### config.mk
export PLATFORM = sky130hd
export DESIGN_NAME = rpn_stack_calculator
export DESIGN_NICKNAME = d
export VERILOG_FILES = /design/src/rtl/rsc_pkg.sv /design/src/rtl/rpn_stack_calculator.sv /design/src/rtl/rsc_ram.sv /design/src/rtl/rsc_div.sv /design/src/rtl/rsc_datapath.sv /design/src/rtl/rsc_ctrl.sv
export SDC_FILE = /design/constraint.sdc
export NUM_CORES = 2
export LEC_CHECK = 0
export BUFFER_PORTS_ARGS = -buffer_cell sky130_fd_sc_hd__clkbuf_2
export CORE_UTILIZATION = 64
export DETAILED_ROUTE_END_ITERATION = 10
export GPL_TIMING_DRIVEN = 0
export PLACE_DENSITY_LB_ADDON = 0.25
export REMOVE_ABC_BUFFERS = 1
export SYNTH_ARGS = -nofsm -noshare
export SYNTH_HDL_FRONTEND = slang
export SYNTH_SLANG_ARGS = --single-unit
### constraint.sdc
create_clock -name clk_i -period 10.6 [get_ports clk_i]
set_clock_uncertainty 0.05 [all_clocks]
set_input_delay 1.06 -clock clk_i [delete_from_list [all_inputs] [get_ports clk_i]]
set_output_delay 1.06 -clock clk_i [all_outputs]
set_load 0.005 [all_outputs]
### src/rtl/rsc_pkg.sv
// Shared types, constants and controller/datapath interface structs for the
// RPN stack calculator. No dependencies.
package rsc_pkg;

  localparam int unsigned STACK_DEPTH = 64;
  localparam int unsigned DATA_W      = 32;
  localparam int unsigned FUNC_W      = 3;
  localparam int unsigned STATUS_W    = 3;
  localparam int unsigned COUNT_W     = 7;
  localparam int unsigned ADDR_W      = (STACK_DEPTH > 1) ? $clog2(STACK_DEPTH) : 1;

  typedef logic [DATA_W-1:0]  word_t;
  typedef logic [COUNT_W-1:0] count_t;
  typedef logic [ADDR_W-1:0]  addr_t;

  localparam count_t DEPTH_CNT = count_t'(STACK_DEPTH);

  typedef enum logic [FUNC_W-1:0] {
    FUNC_PUSH  = 3'd0,
    FUNC_ADD   = 3'd1,
    FUNC_SUB   = 3'd2,
    FUNC_MUL   = 3'd3,
    FUNC_DIV   = 3'd4,
    FUNC_DRAIN = 3'd5
  } func_e;

  typedef enum logic [STATUS_W-1:0] {
    ST_OK    = 3'd0,
    ST_FULL  = 3'd1,
    ST_UNDER = 3'd2,
    ST_DIVZ  = 3'd3,
    ST_HALT  = 3'd4
  } status_e;

  typedef struct packed {
    logic    load_in;
    logic    push;
    logic    sum_clr;
    logic    sum_rd;
    logic    sum_acc;
    logic    sum_wb;
    logic    exec_sub;
    logic    exec_mul;
    logic    div_start;
    logic    div_cap;
    logic    res_wb;
    logic    emit;
    logic    drain_emit;
    logic    drain_ld;
    status_e status;
  } cmd_t;

  typedef struct packed {
    logic count_zero;
    logic count_one;
    logic count_full;
    logic count_lt2;
    logic top_zero;
    logic idx_end;
    logic div_done;
    logic out_free;
  } stat_t;

endpackage

### src/rtl/rpn_stack_calculator.sv
// RPN stack calculator over 32-bit signed words, one operation per request.
// A request is taken only while the controller is idle; the result sits in an
// output register, so the next request is taken while it waits. Add-all reads
// and accumulates one RAM entry at a time, drain reads one RAM entry per new
// top, and divide uses a bit-serial divider; each result waits for a free
// output register.
// Depends on rsc_pkg, rsc_ctrl and rsc_datapath.
module rpn_stack_calculator import rsc_pkg::*; (
  input  logic                     clk_i,
  input  logic                     rst_ni,
  input  logic                     in_valid_i,
  output logic                     in_ready_o,
  input  logic [FUNC_W-1:0]        func_i,
  input  logic signed [DATA_W-1:0] operand_i,
  output logic                     out_valid_o,
  input  logic                     out_ready_i,
  output logic signed [DATA_W-1:0] value_o,
  output logic [STATUS_W-1:0]      status_o,
  output logic [COUNT_W-1:0]       count_o,
  output logic                     last_o
);

  cmd_t  cmd;
  stat_t stat;

  rsc_ctrl u_ctrl (
    .clk_i      (clk_i),
    .rst_ni     (rst_ni),
    .in_valid_i (in_valid_i),
    .in_ready_o (in_ready_o),
    .func_i     (func_i),
    .stat_i     (stat),
    .cmd_o      (cmd)
  );

  rsc_datapath u_datapath (
    .clk_i       (clk_i),
    .rst_ni      (rst_ni),
    .cmd_i       (cmd),
    .stat_o      (stat),
    .operand_i   (operand_i),
    .out_valid_o (out_valid_o),
    .out_ready_i (out_ready_i),
    .value_o     (value_o),
    .status_o    (status_o),
    .count_o     (count_o),
    .last_o      (last_o)
  );

endmodule

### src/rtl/rsc_ram.sv
// Generic single-write, single-read RAM with registered read data.
// No dependencies.
module rsc_ram #(
  parameter int unsigned Width = 32,
  parameter int unsigned Depth = 64,
  localparam int unsigned AddrW = (Depth > 1) ? $clog2(Depth) : 1
) (
  input  logic             clk_i,
  input  logic             we_i,
  input  logic [AddrW-1:0] waddr_i,
  input  logic [Width-1:0] wdata_i,
  input  logic [AddrW-1:0] raddr_i,
  output logic [Width-1:0] rdata_o
);

  logic [Width-1:0] mem_q [Depth];
  logic [Width-1:0] rdata_q;

  always_ff @(posedge clk_i) begin
    if (we_i) begin
      mem_q[waddr_i] <= wdata_i;
    end
    rdata_q <= mem_q[raddr_i];
  end

  assign rdata_o = rdata_q;

endmodule

### src/rtl/rsc_div.sv
// Signed 32-bit restoring divider, one quotient bit per cycle, truncating.
// Depends on rsc_pkg.
module rsc_div import rsc_pkg::*; (
  input  logic  clk_i,
  input  logic  rst_ni,
  input  logic  start_i,
  input  word_t num_i,
  input  word_t den_i,
  output logic  done_o,
  output word_t quo_o
);

  localparam int unsigned STEP_W = $clog2(DATA_W);
  localparam logic [STEP_W-1:0] LAST_STEP = STEP_W'(DATA_W - 1);

  logic              busy_q, fin_q;
  logic [STEP_W-1:0] step_q;
  word_t             rem_q;
  word_t             quo_q, dmag_q;
  logic              neg_q;

  logic [DATA_W:0] rem_sh, diff;
  logic            ge;

  always_comb begin
    rem_sh = {rem_q, quo_q[DATA_W-1]};
    diff   = rem_sh - {1'b0, dmag_q};
    ge     = !diff[DATA_W];
  end

  always_ff @(posedge clk_i or negedge rst_ni) begin
    if (!rst_ni) begin
      busy_q <= 1'b0;
      fin_q  <= 1'b0;
      step_q <= '0;
    end else begin
      fin_q <= 1'b0;
      if (start_i) begin
        busy_q <= 1'b1;
        step_q <= '0;
      end else if (busy_q) begin
        step_q <= step_q + STEP_W'(1);
        if (step_q == LAST_STEP) begin
          busy_q <= 1'b0;
          fin_q  <= 1'b1;
        end
      end
    end
  end

  always_ff @(posedge clk_i) begin
    if (start_i) begin
      quo_q  <= num_i[DATA_W-1] ? (word_t'(0) - num_i) : num_i;
      dmag_q <= den_i[DATA_W-1] ? (word_t'(0) - den_i) : den_i;
      neg_q  <= num_i[DATA_W-1] ^ den_i[DATA_W-1];
      rem_q  <= '0;
    end else if (busy_q) begin
      rem_q <= ge ? diff[DATA_W-1:0] : rem_sh[DATA_W-1:0];
      quo_q <= {quo_q[DATA_W-2:0], ge};
    end
  end

  assign done_o = fin_q;
  assign quo_o  = neg_q ? (word_t'(0) - quo_q) : quo_q;

endmodule

### src/rtl/rsc_datapath.sv
// Datapath: stack RAM, cached top, entry count, accumulator, divider and the
// output register. Depends on rsc_pkg, rsc_ram and rsc_div.
module rsc_datapath import rsc_pkg::*; (
  input  logic                       clk_i,
  input  logic                       rst_ni,
  input  cmd_t                       cmd_i,
  output stat_t                      stat_o,
  input  logic signed [DATA_W-1:0]   operand_i,
  output logic                       out_valid_o,
  input  logic                       out_ready_i,
  output logic signed [DATA_W-1:0]   value_o,
  output logic [STATUS_W-1:0]        status_o,
  output logic [COUNT_W-1:0]         count_o,
  output logic                       last_o
);

  word_t   operand_q, top_q, acc_q, res_q;
  count_t  cnt_q, idx_q;
  logic    out_valid_q, out_last_q;
  word_t   out_value_q;
  status_e out_status_q;
  count_t  out_count_q;

  count_t second_cnt;
  addr_t  second_addr, rd_addr, wr_addr;
  logic   wr_en, out_free, div_done;
  word_t  wr_data, rd_data, quo;

  assign second_cnt  = cnt_q - count_t'(2);
  assign second_addr = second_cnt[ADDR_W-1:0];
  assign rd_addr     = cmd_i.sum_rd ? idx_q[ADDR_W-1:0] : second_addr;
  assign out_free    = !out_valid_q || out_ready_i;

  always_comb begin
    wr_en   = 1'b0;
    wr_addr = second_addr;
    wr_data = res_q;
    priority if (cmd_i.push) begin
      wr_en   = 1'b1;
      wr_addr = cnt_q[ADDR_W-1:0];
      wr_data = operand_q;
    end else if (cmd_i.sum_wb) begin
      wr_en   = 1'b1;
      wr_addr = '0;
      wr_data = acc_q;
    end else if (cmd_i.res_wb) begin
      wr_en = 1'b1;
    end else begin
      wr_en = 1'b0;
    end
  end

  rsc_ram #(
    .Width (DATA_W),
    .Depth (STACK_DEPTH)
  ) u_ram (
    .clk_i   (clk_i),
    .we_i    (wr_en),
    .waddr_i (wr_addr),
    .wdata_i (wr_data),
    .raddr_i (rd_addr),
    .rdata_o (rd_data)
  );

  rsc_div u_div (
    .clk_i   (clk_i),
    .rst_ni  (rst_ni),
    .start_i (cmd_i.div_start),
    .num_i   (rd_data),
    .den_i   (top_q),
    .done_o  (div_done),
    .quo_o   (quo)
  );

  always_ff @(posedge clk_i or negedge rst_ni) begin
    if (!rst_ni) begin
      cnt_q       <= '0;
      out_valid_q <= 1'b0;
    end else begin
      if (cmd_i.push) begin
        cnt_q <= cnt_q + count_t'(1);
      end else if (cmd_i.sum_wb) begin
        cnt_q <= count_t'(1);
      end else if (cmd_i.res_wb || cmd_i.drain_emit) begin
        cnt_q <= cnt_q - count_t'(1);
      end
      if (cmd_i.emit || cmd_i.drain_emit) begin
        out_valid_q <= 1'b1;
      end else if (out_ready_i) begin
        out_valid_q <= 1'b0;
      end
    end
  end

  always_ff @(posedge clk_i) begin
    if (cmd_i.load_in) begin
      operand_q <= operand_i;
    end
    if (cmd_i.push) begin
      top_q <= operand_q;
    end else if (cmd_i.sum_wb) begin
      top_q <= acc_q;
    end else if (cmd_i.res_wb) begin
      top_q <= res_q;
    end else if (cmd_i.drain_ld) begin
      top_q <= rd_data;
    end
    if (cmd_i.sum_clr) begin
      acc_q <= '0;
      idx_q <= '0;
    end else begin
      if (cmd_i.sum_rd) begin
        idx_q <= idx_q + count_t'(1);
      end
      if (cmd_i.sum_acc) begin
        acc_q <= acc_q + rd_data;
      end
    end
    if (cmd_i.exec_sub) begin
      res_q <= rd_data - top_q;
    end else if (cmd_i.exec_mul) begin
      res_q <= rd_data * top_q;
    end else if (cmd_i.div_cap) begin
      res_q <= quo;
    end
    if (cmd_i.emit) begin
      out_value_q  <= (cnt_q == '0) ? '0 : top_q;
      out_status_q <= cmd_i.status;
      out_count_q  <= cnt_q;
      out_last_q   <= 1'b1;
    end else if (cmd_i.drain_emit) begin
      out_value_q  <= top_q;
      out_status_q <= ST_OK;
      out_count_q  <= cnt_q - count_t'(1);
      out_last_q   <= (cnt_q == count_t'(1));
    end
  end

  always_comb begin
    stat_o.count_zero = (cnt_q == '0);
    stat_o.count_one  = (cnt_q == count_t'(1));
    stat_o.count_full = (cnt_q >= DEPTH_CNT);
    stat_o.count_lt2  = (cnt_q < count_t'(2));
    stat_o.top_zero   = (top_q == '0);
    stat_o.idx_end    = (idx_q == cnt_q);
    stat_o.div_done   = div_done;
    stat_o.out_free   = out_free;
  end

  assign out_valid_o = out_valid_q;
  assign value_o     = out_value_q;
  assign status_o    = out_status_q;
  assign count_o     = out_count_q;
  assign last_o      = out_last_q;

`ifndef SYNTHESIS
  a_count_bounded: assert property (@(posedge clk_i) disable iff (!rst_ni)
    cnt_q <= DEPTH_CNT)
    else $error("entry count above stack depth");

  a_push_not_full: assert property (@(posedge clk_i) disable iff (!rst_ni)
    cmd_i.push |-> cnt_q < DEPTH_CNT)
    else $error("push into full stack");

  a_emit_slot_free: assert property (@(posedge clk_i) disable iff (!rst_ni)
    (cmd_i.emit || cmd_i.drain_emit) |-> out_free)
    else $error("result overwrites pending output");

  a_sum_leaves_one: assert property (@(posedge clk_i) disable iff (!rst_ni)
    cmd_i.sum_wb |=> cnt_q == count_t'(1))
    else $error("add-all did not leave one entry");
`endif

endmodule

### src/rtl/rsc_ctrl.sv
// Controller FSM: decodes each request, sequences the datapath and tracks the
// sticky halted state. Depends on rsc_pkg.
module rsc_ctrl import rsc_pkg::*; (
  input  logic              clk_i,
  input  logic              rst_ni,
  input  logic              in_valid_i,
  output logic              in_ready_o,
  input  logic [FUNC_W-1:0] func_i,
  input  stat_t             stat_i,
  output cmd_t              cmd_o
);

  typedef enum logic [3:0] {
    S_IDLE,
    S_DECODE,
    S_SUM_RD,
    S_SUM_ACC,
    S_EXEC,
    S_DIV_WAIT,
    S_WB,
    S_RESP,
    S_DRAIN_OUT,
    S_DRAIN_LD
  } state_e;

  state_e  state_q, state_d;
  func_e   func_q, func_d;
  status_e status_q, status_d;
  logic    halted_q, halted_d;

  assign in_ready_o = (state_q == S_IDLE);

  always_comb begin
    cmd_o        = '0;
    cmd_o.status = status_q;
    state_d      = state_q;
    func_d       = func_q;
    status_d     = status_q;
    halted_d     = halted_q;
    unique case (state_q)
      S_IDLE: begin
        if (in_valid_i) begin
          cmd_o.load_in = 1'b1;
          func_d        = func_e'(func_i);
          state_d       = S_DECODE;
        end
      end
      S_DECODE: begin
        state_d  = S_RESP;
        status_d = ST_OK;
        if (halted_q) begin
          status_d = ST_HALT;
        end else begin
          unique case (func_q)
            FUNC_PUSH: begin
              if (stat_i.count_full) status_d = ST_FULL;
              else cmd_o.push = 1'b1;
            end
            FUNC_ADD: begin
              cmd_o.sum_clr = 1'b1;
              state_d       = S_SUM_RD;
            end
            FUNC_SUB, FUNC_MUL: begin
              if (stat_i.count_lt2) status_d = ST_UNDER;
              else state_d = S_EXEC;
            end
            FUNC_DIV: begin
              priority if (stat_i.count_zero) begin
                status_d = ST_UNDER;
              end else if (stat_i.top_zero) begin
                status_d = ST_DIVZ;
                halted_d = 1'b1;
              end else if (stat_i.count_lt2) begin
                status_d = ST_UNDER;
              end else begin
                state_d = S_EXEC;
              end
            end
            FUNC_DRAIN: begin
              if (!stat_i.count_zero) state_d = S_DRAIN_OUT;
            end
            default: ;
          endcase
        end
      end
      S_SUM_RD: begin
        if (stat_i.idx_end) begin
          cmd_o.sum_wb = 1'b1;
          state_d      = S_RESP;
        end else begin
          cmd_o.sum_rd = 1'b1;
          state_d      = S_SUM_ACC;
        end
      end
      S_SUM_ACC: begin
        cmd_o.sum_acc = 1'b1;
        state_d       = S_SUM_RD;
      end
      S_EXEC: begin
        if (func_q == FUNC_DIV) begin
          cmd_o.div_start = 1'b1;
          state_d         = S_DIV_WAIT;
        end else begin
          cmd_o.exec_sub = (func_q == FUNC_SUB);
          cmd_o.exec_mul = (func_q == FUNC_MUL);
          state_d        = S_WB;
        end
      end
      S_DIV_WAIT: begin
        if (stat_i.div_done) begin
          cmd_o.div_cap = 1'b1;
          state_d       = S_WB;
        end
      end
      S_WB: begin
        cmd_o.res_wb = 1'b1;
        state_d      = S_RESP;
      end
      S_RESP: begin
        if (stat_i.out_free) begin
          cmd_o.emit = 1'b1;
          state_d    = S_IDLE;
        end
      end
      S_DRAIN_OUT: begin
        if (stat_i.out_free) begin
          cmd_o.drain_emit = 1'b1;
          state_d          = stat_i.count_one ? S_IDLE : S_DRAIN_LD;
        end
      end
      S_DRAIN_LD: begin
        cmd_o.drain_ld = 1'b1;
        state_d        = S_DRAIN_OUT;
      end
      default: state_d = S_IDLE;
    endcase
  end

  always_ff @(posedge clk_i or negedge rst_ni) begin
    if (!rst_ni) begin
      state_q  <= S_IDLE;
      func_q   <= FUNC_PUSH;
      status_q <= ST_OK;
      halted_q <= 1'b0;
    end else begin
      state_q  <= state_d;
      func_q   <= func_d;
      status_q <= status_d;
      halted_q <= halted_d;
    end
  end

endmodule

## Word level (Yosys, flattened, before mapping)

Memory sizes are Yosys's and may differ from the RTL's. A register that Yosys moved wholly into a read port is not among the register bits.
Cells that the tools add are included.

| operators by class | value |
|---|---|
| magnitude comparators | 2 |
| div/mod/pow operators | 0 |
| equal/unequal tests | 21 |
| add/sub/neg operators | 11 |
| mux-type cells | 89 |
| reduce and logical (&&, ||, !) cells | 18 |
| multiply operators | 1 |
| shifts and indexed selects | 0 |
| bitwise logic cells | 1 |

Operator list:

| kind | count |
|---|---|
| two-way mux 32 bit | 17 |
| subtractor 1 x 32 -> 32 bit, first input constant | 3 |
| one-hot mux 4 bit (10 select lines) | 1 |
| two-way mux 1 bit | 36 |
| two-way mux 4 bit | 9 |
| two-way mux 7 bit | 5 |
| subtractor 33 x 32 -> 33 bit | 1 |
| adder 32 bit | 1 |
| zero test 32 bit | 1 |
| multiplier 32 x 32 -> 32 bit | 1 |
| subtractor 32 bit | 1 |
| two-way mux 31 bit | 1 |
| two-way mux 3 bit | 7 |
| two-way mux 6 bit | 3 |
| equality test 4 x 3 -> 1 bit, second input constant | 4 |
| one-hot mux 4 bit (4 select lines) | 1 |
| adder 7 x 1 -> 7 bit, second input constant | 2 |
| two-way mux 2 bit | 6 |
| two-way mux 5 bit | 2 |
| one-hot mux 3 bit (3 select lines) | 1 |
| equality test 4 x 2 -> 1 bit, second input constant | 2 |
| equality test 4 bit, second input constant | 2 |
| equality test 7 x 1 -> 1 bit, second input constant | 1 |
| equality test 7 bit | 1 |
| 24 further kinds | 34 |

| storage, ports and cells | value |
|---|---|
| ROM bits | 0 |
| memories kept | 1 |
| input bits | 39 |
| latch bits | 0 |
| register bits | 301 |
| bits in writable memories | 2,048 |

Memory list:

| memory | words | bits a word | rd ports | clocked after Yosys merged registers in | write ports | RTL line | text |
|---|---|---|---|---|---|---|---|
| u_datapath.u_ram.mem_q | 64 | 32 | 1 | 1 | 1 | rsc_ram.sv:16 | `logic [Width-1:0] mem_q [Depth];` |

## Depth between registers and ports, before layout

| logic depth | value |
|---|---|
| depth in word-level cells | 8 |
| mapped depth | 28 |
| mapped depth without buffers | 26 |

## By module

Synthesis repeated with hierarchy kept, for this count alone.

| unflattened totals | value |
|---|---|
| cells, all modules | 7,373 |
| area total of the unflattened synthesis | 115,233.0 µm² |

Modules (own cells, without submodules):

| module | seq. area each (µm²) | instances | cells an instance | area an instance (µm²) |
|---|---|---|---|---|
| rsc_ram | 62,139.6 | 1 | 3,324 | 78,522.8 |
| rsc_datapath | 5,144.9 | 1 | 3,066 | 27,999.4 |
| rsc_div | 2,767.7 | 1 | 879 | 7,758.7 |
| rsc_ctrl | 275.3 | 1 | 104 | 952.2 |

## Least setup slack after synthesis

OpenSTA, ideal clock, no wires.

| path | value |
|---|---|
| kind | register to register |
| from | reg u_datapath.top_q[2] |
| to | reg u_datapath.res_q[31], data pin |
| data required time | 10.289 ns |
| data arrival time | 7.049 ns |
| cell stages (with the launch flop) | 27 |
| path slack | 3.240 ns |
| buffers on the path | 2 |
| cell sequence | edfxtp_1 -> clkbuf_1 -> clkbuf_1 -> and2_1 -> fa_1 -> inv_1 -> fa_1 -> fa_1 -> fa_1 -> inv_1 -> fa_1 -> inv_1 -> fa_1 -> inv_1 -> fa_1 -> fa_1 -> ha_1 -> a21oi_1 -> nor2_1 -> a211oi_1 -> o21ai_0 -> o2111ai_1 -> nand3_1 -> a311oi_1 -> o21bai_1 -> xnor2_1 -> a221o_1 |

| on the way | value |
|---|---|
| cells in the longest elaborated chain, start to end | 3 |
| elaborated cells between the ends (all ways) | 4 |

RTL lines:

| item | RTL line | text |
|---|---|---|
| start, declared | rsc_datapath.sv:17 | `word_t operand_q, top_q, acc_q, res_q;` |
| start signal, assigned | rsc_datapath.sv:100 | `top_q <= operand_q;` |
| start signal, assigned | rsc_datapath.sv:102 | `top_q <= acc_q;` |
| start signal, assigned | rsc_datapath.sv:104 | `top_q <= res_q;` |
| multiplier 32 x 32 -> 32 bit | rsc_datapath.sv:122 | `res_q <= rd_data * top_q;` |
| two-way mux 32 bit | rsc_datapath.sv:121 | `end else if (cmd_i.exec_mul) begin` |
| two-way mux 32 bit * | rsc_datapath.sv:119 | `if (cmd_i.exec_sub) begin` |
| end signal, assigned | rsc_datapath.sv:120 | `res_q <= rd_data - top_q;` |
| end signal, assigned | rsc_datapath.sv:122 |  |
| end signal, assigned | rsc_datapath.sv:124 | `res_q <= quo;` |
| end, declared | rsc_datapath.sv:17 |  |

Mark *: on every way between the ends. The rest lies on a longest branch, timed or not.
A chain may end at the register's enable or synchronous reset.

## Worst setup path after layout

| path | value |
|---|---|
| from | reg u_datapath.u_ram.rdata_q[0], in the netlist u_datapath.u_ram.rdata_o[0], read port of u_datapath.u_ram.mem_q |
| to | reg u_datapath.res_q[31], data pin |

| on the way | value |
|---|---|
| cells in the longest elaborated chain, start to end | 3 |
| elaborated cells between the ends (all ways) | 4 |

RTL lines:

| item | RTL line | text |
|---|---|---|
| start, declared | rsc_ram.sv:17 | `logic [Width-1:0] rdata_q;` |
| multiplier 32 x 32 -> 32 bit | rsc_datapath.sv:122 |  |
| two-way mux 32 bit | rsc_datapath.sv:121 |  |
| two-way mux 32 bit * | rsc_datapath.sv:119 |  |

Marked as above.

==> flow_metrics.py <==
metrics = {
    "place": {
        "hpwlAfterDp_um": 219000,
        "gp_congestion": 0.933,
        "portBuffers": 83,
        "place_area_mm2": 0.121,
    },
    "clocking": {
        "cts-resized-gates": 0,
        "insertion_delay_ps": 910,
        "clock-sinks": 2381,
        "post_cts_buffers": 0,
        "numCtsBuffers": 226,
        "cts_buffer_depth": 3,
        "tritoncts": "done",
        "root_buffer": "clkbuf_16",
        "htree_levels": 4,
        "cts.reportedPaths.clkPinSlew_ps": 60,
        "ctsHoldBuffers": 0,
    },
    "drt": {
        "vias": 73691,
        "drc_errors": 0,
        "wl_per_cell_um": 32.3,
        "wirelength_um": 344000,
        "drt_iter0_markers": 10581,
        "antenna_left": 0,
        "firstDrtPassIters": 7,
        "viasPerCell": 6.91,
    },
    "cells_and_area": {
        "num-nets-final": 8820,
        "area_growth_pct": 12.1,
        "multi_input_area_mm2": 0.0412,
        "num-fill-cells": 10353,
        "largest_register_ffs": 2048,
        "layout-drive-gt1-share_pct": 13.9,
        "final_cell_area_mm2": 0.128,
        "top_register": "u_datapath.u_ram.mem_q",
        "ff_latch_area_mm2": 0.0704,
    },
    "worst_setup_path": {
        "cp_cell_sequence": "clkinv_1, nor2_1, fa_1, ha_1, fa_1, ha_1, fa_1, inv_1, fa_1, inv_1, fa_1, fa_1, ha_1, a21oi_1, nor2_1, a211oi_1, o21ai_0, o2111ai_1, nand3_1, a311oi_1, o21bai_1, xnor2_1, a221o_1",
        "critical_path_arrival_ps": 10090,
        "crit_type": "reg -> reg",
        "crit_family": "adder cells",
        "r2r_setup_slack_ps": 1030,
        "worst-r2r-cell-count": 23,
        "r2r_end": "u_datapath.res_q[31]$_DFFE_PP_",
        "critPathMaxFanout": 27,
        "crit_required_ps": 11120,
        "path_buf_inv": 3,
        "slowest_delay_ps": 1490,
        "r2r_start": "u_datapath.u_ram.rdata_o[0]$_DFF_P_",
        "critPathSlowestCell": "clkinv_1",
        "worst_setup_path_end_kind": "flop",
        "cpMostUsedCell": "fa_1",
        "start_kind": "flop",
    },
    "yosys": {
        "yosysSeqAreaShare_pct": 61.4,
        "synth_cell_types": 86,
        "avgSynthCellArea_um2": 14.2,
        "yosys_most_used_dff": "edfxtp_1",
        "syn_area_mm2": 0.115,
        "yosys_register_bits": 2381,
        "synth_warnings": 0,
        "synth-edff-count": 2251,
        "synthArstFlopShare_pct": 1.09,
        "postSynthCellCount": 8048,
    },
    "floorplan": {
        "die_h_um": 425,
        "initial_utilization_pct": 64.7,
        "io_pins": 84,
        "placeableCoreArea_mm2": 0.177,
        "die_w_um": 425,
        "row_count": 154,
        "dieArea_mm2": 0.181,
    },
    "timing": {
        "fmax_mhz": 104,
        "finalHoldViolCount": 0,
        "slew_violations": 44,
        "grt_setup_unrepaired": "no",
        "tightest_slew_ps": 1580,
        "min_period_over_period_pct": 90.3,
        "setup_violations": 0,
        "slew_headroom_pct": -6.35,
        "post-route-min-period_ps": 9570,
    },
    "run": {
        "drv_cap": 5,
    },
    "run_status": {
        "violations": "capacitance limit, slew limit",
        "status": "complete, but fails checks",
    },
    "global_route": {
        "grt_max_degree": 101,
        "grt_util_all_layers_pct": 38.5,
        "grt_pass1_vias": 75234,
        "grt-ovfl-total": 0,
        "grt_pass1_wl_um": 498000,
        "antenna_found_initial": 23,
    },
    "min_path": {
        "min_path_type": "in -> async",
    },
}
placed cells by master (no fill, tap or decap), drive strengths merged, types with 19 or more instances in the layout:
cell type / instances
a211oi: 53
a21o: 45
a21oi: 266
a22oi: 41
a31oi: 48
a32oi: 68
and2: 262
and3: 21
buf: 216
clkbuf: 380
clkinv: 106
dfrtp: 26
dfxtp: 104
edfxtp: 2251
fa: 411
ha: 245
inv: 479
mux2i: 205
mux4: 345
nand2: 1032
nand2b: 23
nand3: 199
nand4: 27
nor2: 399
nor2b: 21
nor3: 81
nor4: 21
o211ai: 23
o21a: 21
o21ai: 224
o221ai: 40
o22ai: 107
o31ai: 44
or3: 29
or4: 19
xnor2: 162
xor2: 104
worst max-delay path by stage:
| stage | endpoint | depth (start not counted) | slack [ps] | startpoint |
|---|---|---|---|---|
| 2_1_floorplan | u_datapath.u_ram.rdata_o[21]$_DFF_P_ | 7 | -19460 | u_datapath.idx_q[0]$_SDFFE_PP0P_ |
| 3_3_place_gp | u_datapath.u_ram.rdata_o[6]$_DFF_P_ | 7 | -44370 | u_datapath.idx_q[0]$_SDFFE_PP0P_ |
| 6_report | u_datapath.res_q[31]$_DFFE_PP_ | 23 | 1030 | u_datapath.u_ram.rdata_o[0]$_DFF_P_ |
| 4_1_cts | u_datapath.res_q[31]$_DFFE_PP_ | 23 | 1210 | u_datapath.u_ram.rdata_o[0]$_DFF_P_ |
| 5_1_grt | u_datapath.res_q[30]$_DFFE_PP_ | 23 | 840 | u_datapath.u_ram.rdata_o[0]$_DFF_P_ |
| 3_5_place_dp | u_datapath.res_q[31]$_DFFE_PP_ | 23 | 1260 | u_datapath.u_ram.rdata_o[0]$_DFF_P_ |
routing by layer:
metal / GRT usage [%] / wire length [um]
met4: 29.2 / 31200
met3: 10.2 / 42900
met5: 0 / 121
met2: 59.8 / 159000
met1: 46.5 / 111000
cell type report:
class / count / share of cell area (%)
timing repair buffer: 300 / 3.76
inverter: 477 / 1.39
sequential: 2381 / 54.8
antenna: 12 / 0.0234
multi-input combinational: 4739 / 32.1
clock buffer: 296 / 4.68
clock inverter: 123 / 0.915
tap: 2340 / 2.28
cell usage after synthesis (107+ instances only):
cell type | n | area, um^2
o21ai_0 | 224 | 1120
nor2_1 | 399 | 1500
nand3_1 | 199 | 996
clkbuf_1 | 288 | 1080
mux4_2 | 345 | 7770
buf_2 | 108 | 541
ha_1 | 245 | 3070
and2_1 | 262 | 1640
a21oi_1 | 265 | 1330
edfxtp_1 | 2251 | 67600
mux2i_1 | 202 | 2020
xnor2_1 | 162 | 1420
inv_1 | 472 | 1770
nand2_1 | 1031 | 3870
o22ai_1 | 107 | 669
fa_1 | 411 | 8230
through the flow:
| step | hold slack [ps] | util [%] | setup WS (ps) | cells | setup TNS (ps) |
|---|---|---|---|---|---|
| after floorplan | 385 | - | -19460 | 7597 | -567180 |
| after global placement | 408 | 65.5 | -44370 | 10020 | - |
| after detailed placement | 414 | 68.4 | 1260 | 10230 | 0 |
| after CTS | 198 | 72.5 | 1210 | 10649 | 0 |
| after global routing | 236 | 72.6 | 841 | 10664 | 0 |
| final | 201 | 72.6 | 1030 | 10668 | 0 |
cells by family after synthesis:
family / Yosys count / share of synthesized area, %
buffers and inverters: 928 / 3.30
multiplexers: 559 / 8.70
AO/OA/AOI/OAI: 1095 / 6.23
AND/OR/NAND/NOR: 2163 / 8.47
adder cells (fa/ha/maj): 656 / 9.86
flip-flops: 2381 / 61.4
XOR/XNOR: 266 / 2.03
Power is not shown: default switching activity piles up to over one toggle a cycle in this logic, so the estimate is an artifact.
